<file path="src/rtl/spq_pkg.sv">
// Package for the sorted priority queue: entry type, operation and status codes.
// Used by spq_cell and sorted_priority_queue_top; depends on nothing else.
`timescale 1ns / 1ps

package spq_pkg;

	// One held entry: priority in the upper bits, data value in the lower bits
	typedef struct packed {
		logic signed [15:0] prio;
		logic signed [31:0] data;
	} entry_t;

	// Per-cycle command broadcast to every cell
	typedef struct packed {
		logic insert;  // commit an enqueue this cycle
		logic remove;  // commit a dequeue this cycle
	} cell_ctrl_t;

	// Operation codes (request tuser)
	localparam logic OP_ENQUEUE = 1'b0;
	localparam logic OP_DEQUEUE = 1'b1;

	// Status codes (result tuser)
	localparam logic [1:0] ST_ENQUEUED = 2'd0;
	localparam logic [1:0] ST_DEQUEUED = 2'd1;
	localparam logic [1:0] ST_EMPTY    = 2'd2;
	localparam logic [1:0] ST_FULL     = 2'd3;

	localparam int unsigned OCC_W = 5;

endpackage

</file>
<file path="src/rtl/sorted_priority_queue_top.sv">
// Top level of the sorted priority queue: a chain of spq_cell slots, fill count
// and registered result stage. Depends on spq_pkg and spq_cell.
`timescale 1ns / 1ps

// Sorted priority queue of DEPTH entries kept in descending priority order in a
// chain of cells; equal priorities leave first in, first out. Each request (enqueue
// or dequeue) yields one result in the cycle after it is accepted; a new request is
// taken every cycle unless m_tready stalls the result: every cell compares its entry
// with the broadcast priority in parallel and shifts toward its neighbor, so the
// per-cycle compare across the chain sets the clock. An enqueue on a full queue is
// dropped and reported as full; a dequeue on an empty queue reports empty. Occupancy
// is the count after the operation, modulo 32. Entries need no clearing after reset.
module sorted_priority_queue_top #(
	parameter int unsigned DEPTH = 16
) (
	input  logic        clk,
	input  logic        arst_n,
	input  logic        s_tvalid,
	output logic        s_tready,
	input  logic [47:0] s_tdata,   // item_value [31:0], item_priority [47:32]
	input  logic [0:0]  s_tuser,   // opcode [0]
	output logic        m_tvalid,
	input  logic        m_tready,
	output logic [55:0] m_tdata,   // out_value [31:0], out_priority [47:32],
	                               // occupancy [52:48], zero [55:53]
	output logic [1:0]  m_tuser    // status [1:0]
);
	import spq_pkg::*;

	localparam int unsigned CW = $clog2(DEPTH + 1);

	logic              in_acc;
	logic              op;
	entry_t            new_entry;
	logic              full, empty;
	cell_ctrl_t        ctrl;
	logic [CW-1:0]     count_q, count_d;
	entry_t            cell_entry [DEPTH];
	logic [DEPTH-1:0]  cell_ge;

	logic              res_valid_q;
	logic [1:0]        res_status_q;
	entry_t            res_entry_q;
	logic [OCC_W-1:0]  res_occ_q;

	// Request decode
	assign s_tready       = !res_valid_q || m_tready;
	assign in_acc         = s_tvalid && s_tready;
	assign op             = s_tuser[0];
	assign new_entry.data = s_tdata[31:0];
	assign new_entry.prio = s_tdata[47:32];
	assign full           = (count_q == CW'(DEPTH));
	assign empty          = (count_q == '0);
	assign ctrl.insert    = in_acc && (op == OP_ENQUEUE) && !full;
	assign ctrl.remove    = in_acc && (op == OP_DEQUEUE) && !empty;

	// Chain of cells; the head sees a virtual neighbor that always stays ahead
	for (genvar i = 0; i < DEPTH; i++) begin : g_cell
		entry_t prev_e, next_e;
		logic   prev_g;
		if (i == 0) begin : g_head
			assign prev_e = new_entry;
			assign prev_g = 1'b1;
		end else begin : g_body
			assign prev_e = cell_entry[i-1];
			assign prev_g = cell_ge[i-1];
		end
		if (i == DEPTH - 1) begin : g_tail
			assign next_e = cell_entry[i];
		end else begin : g_mid
			assign next_e = cell_entry[i+1];
		end
		spq_cell u_cell (
			.clk        (clk),
			.ctrl       (ctrl),
			.new_entry  (new_entry),
			.prev_entry (prev_e),
			.next_entry (next_e),
			.prev_ge    (prev_g),
			.occupied   (count_q > CW'(i)),
			.entry      (cell_entry[i]),
			.ge         (cell_ge[i])
		);
	end

	// Fill count after this request
	always_comb begin
		count_d = count_q;
		if (ctrl.insert) begin
			count_d = count_q + CW'(1);
		end else if (ctrl.remove) begin
			count_d = count_q - CW'(1);
		end
	end

	always_ff @(posedge clk or negedge arst_n) begin
		if (!arst_n) begin
			count_q     <= '0;
			res_valid_q <= 1'b0;
		end else begin
			count_q <= count_d;
			if (in_acc) begin
				res_valid_q <= 1'b1;
			end else if (m_tready) begin
				res_valid_q <= 1'b0;
			end
		end
	end

	// Result register
	always_ff @(posedge clk) begin
		if (in_acc) begin
			res_occ_q <= OCC_W'(count_d);
			if (op == OP_ENQUEUE) begin
				res_status_q <= full ? ST_FULL : ST_ENQUEUED;
				res_entry_q  <= '0;
			end else if (empty) begin
				res_status_q <= ST_EMPTY;
				res_entry_q  <= '0;
			end else begin
				res_status_q <= ST_DEQUEUED;
				res_entry_q  <= cell_entry[0];
			end
		end
	end

	assign m_tvalid = res_valid_q;
	assign m_tuser  = res_status_q;
	assign m_tdata  = {3'b000, res_occ_q, res_entry_q.prio, res_entry_q.data};

`ifndef SYNTHESIS
	a_count_bound: assert property (@(posedge clk) disable iff (!arst_n)
		count_q <= CW'(DEPTH))
		else $error("fill count above capacity");

	a_full_drop: assert property (@(posedge clk) disable iff (!arst_n)
		(in_acc && op == OP_ENQUEUE && full) |=> (res_status_q == ST_FULL && $stable(count_q)))
		else $error("enqueue on full queue not dropped");

	a_head_sorted: assert property (@(posedge clk) disable iff (!arst_n)
		(count_q >= CW'(2)) |-> (cell_entry[0].prio >= cell_entry[1].prio))
		else $error("head entries out of order");

	a_deq_count: assert property (@(posedge clk) disable iff (!arst_n)
		(in_acc && op == OP_DEQUEUE && !empty) |=> (count_q == $past(count_q) - CW'(1)))
		else $error("dequeue did not decrement count");
`endif

endmodule

</file>
<file path="src/rtl/spq_cell.sv">
// One slot of the sorted chain: holds an entry, compares it with the incoming one,
// and keeps, loads the new entry, or takes a neighbor's entry. Depends on spq_pkg.
`timescale 1ns / 1ps

module spq_cell (
	input  logic                clk,
	input  spq_pkg::cell_ctrl_t ctrl,
	input  spq_pkg::entry_t     new_entry,
	input  spq_pkg::entry_t     prev_entry,  // neighbor toward the front
	input  spq_pkg::entry_t     next_entry,  // neighbor toward the back
	input  logic                prev_ge,     // neighbor in front stays put on insert
	input  logic                occupied,    // slot index below the fill count
	output spq_pkg::entry_t     entry,
	output logic                ge           // this entry stays ahead of the new one
);
	import spq_pkg::*;

	entry_t entry_q;

	// Held entry outranks or ties the new one; ties keep arrival order
	assign ge    = occupied && (entry_q.prio >= new_entry.prio);
	assign entry = entry_q;

	// Shift toward the back on insert, toward the front on remove
	always_ff @(posedge clk) begin
		if (ctrl.insert) begin
			if (ge) begin
				entry_q <= entry_q;
			end else if (prev_ge) begin
				entry_q <= new_entry;
			end else begin
				entry_q <= prev_entry;
			end
		end else if (ctrl.remove) begin
			entry_q <= next_entry;
		end
	end

endmodule
</file>
<file path="config.mk">
export PLATFORM = sky130hd
export DESIGN_NAME = sorted_priority_queue_top
export DESIGN_NICKNAME = d
export VERILOG_FILES = /design/src/rtl/spq_pkg.sv /design/src/rtl/sorted_priority_queue_top.sv /design/src/rtl/spq_cell.sv
export SDC_FILE = /design/constraint.sdc
export NUM_CORES = 2
export LEC_CHECK = 0
export BUFFER_PORTS_ARGS = -buffer_cell sky130_fd_sc_hd__buf_4
export CAP_MARGIN = 10
export CORE_MARGIN = 3
export CORE_UTILIZATION = 25
export CTS_CLUSTER_DIAMETER = 30
export DETAILED_ROUTE_END_ITERATION = 6
export SLEW_MARGIN = 5
export SYNTH_ARGS = -nofsm -noshare
export SYNTH_HDL_FRONTEND = slang
export SYNTH_SLANG_ARGS = --single-unit
</file>
<file path="constraint.sdc">
create_clock -name clk -period 8.4 [get_ports clk]
set_input_delay 1.26 -clock clk [delete_from_list [all_inputs] [get_ports clk]]
set_output_delay 1.26 -clock clk [all_outputs]
set_load 0.02 [all_outputs]
</file>
==> impl_metrics.ini <==
[layout]
nFillCells = 17500
area_delta_synth_final_pct = 22.8
final_util_pct = 30.9
nets = 4040
drive_above_1_share_pct = 15.6
multiInputGateArea_um2 = 17700
register_area_um2 = 24900

[floorplanning]
die_y_um = 425
die_width_um = 425
core-area_um2 = 174000
start_util_pct = 25.2
row_count = 153
pin_count = 113
die_area_um2 = 181000

[drt]
vias_per_cell = 5.42
first_iter_violations = 4087
routed_wirelength_um = 155000
drtAntennaViolNets = 0
via_count = 33752
first_pass_iters = 7
wl_per_cell_um = 24.9
drcViolationCount = 0

[timing]
fin_crit_sh_pct = 62.3
relSlewSlack_pct = 25.1
grt_setup_unrepaired = no
fin_ws_ns = 3.17
hold_viol = 0
setup_tns_ns = 0
worstMarginPinSlew_ns = 1.12
fin_worst_skew_ns = 0.0341
setup_viol = 0
fmax_mhz = 191
final_max_slew_viol_count = 0
min_period_ns = 5.23

[yosys]
ys_ff_latch = 829
yosys_warnings = 0
synthXorXnorAreaFrac_pct = 0.0998
synth_compound_area_share_pct = 19.5
seq_area_frac_synth_pct = 56.7
syn_area_per_cell_um2 = 11.9
synth_top_family_by_area = compound AO/OA/AOI/OAI gates
synth_edf_count = 823
muxShareOfSynthArea_pct = 1.41
synth_area_um2 = 43900
ys_types = 68
synth_fa_ha_area_share_pct = 7.44
synthCells = 3677
synth-simple-area-share_pct = 11.4
ys_async_sr_fraction_pct = 0.724
yosys_most_used_dff = edfxtp_1

[setup_path]
reg2reg_to = g_cell[2].u_cell.entry[37]
ff2ff_setup_slack_ns = 3.64
regToRegStartpoint = m_tvalid
worstSetupPathType = input port to flip-flop
startpoint_type = input port
crit_required_ns = 8.78
worstPathArrival_ns = 5.62
ff2ff_path_depth = 10
cp_max_fo = 48
cp-end-kind = flip-flop

[clock_network]
htree_num_levels = 4
clockBufferDepth = 3
cts_tree = done
clkLatencyLatePin_ns = 0.79
cts.sinks = 829
cts_resized = 0
cts-root-buf = clkbuf_16
postCtsSetupBuffers = 0
cts_buffers = 196
path_clk_slew_ns = 0.05
ctsHoldBuffers = 0

[global_routing]
antenna_found_initial = 6
grt_start_max_net_pins = 221
grt.overflow.total = 0
grtUsageTotal_pct = 16.6
grt_pass1_vias = 33663
grt_pass1_wl_um = 227000

[outcome]
outcome = complete, no violations

[power_and_ir_drop]
pwr-share-seq_pct = 34.4
leakagePower_uw = 0.0196
cell_internal_pwr_uw = 12300
clkPwrFrac_pct = 42.8
p_per_area_nw_per_um2 = 340
p_switching_uw = 5970
switching_share_pct = 32.6
p_comb_share_pct = 22.7
vdd_drop_max_mv = 0.178

[place]
dp_hpwl_um = 95200
io_buffers = 109
pre_cts_slack_ns = 2.35
globalplace.congestion = 0.894

[flow_run]
max_cap_viol_count = 0

[hold_path]
holdCritPathClass = input port to async pin
==> area by class of cell <==
| type | instances | area share (%) |
|---|---|---|
| tap | 2325 | 5.40 |
| clock buffer | 223 | 9.56 |
| sequential | 829 | 46.2 |
| timing repair buffer | 178 | 2.60 |
| clock inverter | 141 | 3.07 |
| inverter | 49 | 0.344 |
| multi-input combinational | 2472 | 32.8 |
| antenna | 6 | 0.0279 |
==> registers in the layout, indices dropped and copies added (netlist names) <==
signal               count
m_tdata                 48
res_occ_q                5
m_tuser                  2
g_cell.u_cell.entry    768
m_tvalid                 1
count_q                  5
==> cell usage after synthesis, drive strengths merged, types with 5 or more instances <==
cell     count  area share (%)
o211ai      58            0.99
nand4       37            0.53
and3        38            0.54
inv         49            0.42
a211oi      15            0.26
a21o        33            0.56
o21a        12            0.21
a221o      581              13
buf         74            0.85
nor2b       13            0.19
a211o        5            0.10
nand2b      25            0.36
nor4         5           0.071
a2111oi      5            0.10
and2       106             1.5
a31oi        8            0.11
clkbuf     255             2.2
nor2       529             4.5
edfxtp     823              56
mux2        51             1.3
ha         261             7.4
nor3         9            0.10
a22oi       47            0.80
dfrtp        6            0.34
nand3       63            0.72
a21oi      128             1.5
o21ai       85            0.97
nand2      296             2.5
and4         6            0.12
==> worst max-delay path, stage by stage <==
cell	delay, ns
buf_4	0.12
inv_1	0.53
ha_1	0.37
nor2b_1	0.13
o21ai_0	0.30
a21oi_1	0.12
a2111oi_0	0.83
mux2i_4	0.98
nand2_1	0.21
nand2_4	0.71
==> power groups by stage <==
stage	registers, µW	clock network (µW)	logic (µW)
CTS	6300	7910	4130
global route	6370	8130	4460
floorplan	6100	0	2630
global placement	6360	0	4020
detailed placement	6350	0	4120
finish	6310	7840	4160
==> through the flow <==
| step | hold slack (ns) | area, µm² | total power [µW] | std cells |
|---|---|---|---|---|
| 3_5_place_dp | 0.540 | 47100 | 10500 | 5853 |
| 5_1_grt | 0.290 | 53900 | 19000 | 6218 |
| 3_3_place_gp | 0.529 | 47000 | 10400 | 5852 |
| 4_1_cts | 0.264 | 53900 | 18300 | 6217 |
| 6_report | 0.318 | 53900 | 18300 | 6223 |
| 2_1_floorplan | 0.520 | 43900 | 8730 | 3679 |
==> how the worst max path moves through the flow <==
stage / from / to / cells past startpoint
finish: s_tdata[33] / g_cell[8].u_cell.entry[17] / 10
floorplan: s_tdata[37] / g_cell[10].u_cell.entry[0] / 11
global route: s_tdata[33] / g_cell[8].u_cell.entry[17] / 10
CTS: s_tdata[33] / g_cell[8].u_cell.entry[17] / 10
detailed placement: s_tdata[33] / g_cell[8].u_cell.entry[15] / 10
global placement: s_tdata[33] / g_cell[8].u_cell.entry[15] / 10
==> metal layers <==
metal  wire (µm)  up-vias  track usage, %
li1            -    14724               -
met2       73100     1707            26.8
met5           0        -               0
met3       11900      278            3.29
met4        5370        0            6.80
met1       64600    17043            21.7
==> placed cells by master (no fill, tap or decap), types with 18 or more instances in the layout <==
cell        instances
a221o_1           581
nor2_1            528
buf_4             173
a21oi_1           125
o21ai_0            82
bufinv_16          30
nand2_1           294
mux2_2             50
nand3_1            62
clkinv_1           21
nand4_1            37
a22oi_1            47
ha_1              261
clkinv_2           36
inv_1              46
clkinvlp_4         27
and3_1             37
a21o_1             32
edfxtp_1          823
clkbuf_1           18
clkbuf_16         201
o211ai_1           58
and2_1             95
==> logic make-up after synthesis <==
| family | count (synthesis) |
|---|---|
| AOI/OAI and AO/OA | 1008 |
| DFF | 829 |
| adders and majority gates | 261 |
| muxes | 55 |
| and+or+nand+nor | 1140 |
| other | 1 |
| xor gates and xnor gates | 5 |
| buffers and inverters | 378 |
(Power assumes the default switching activity.)
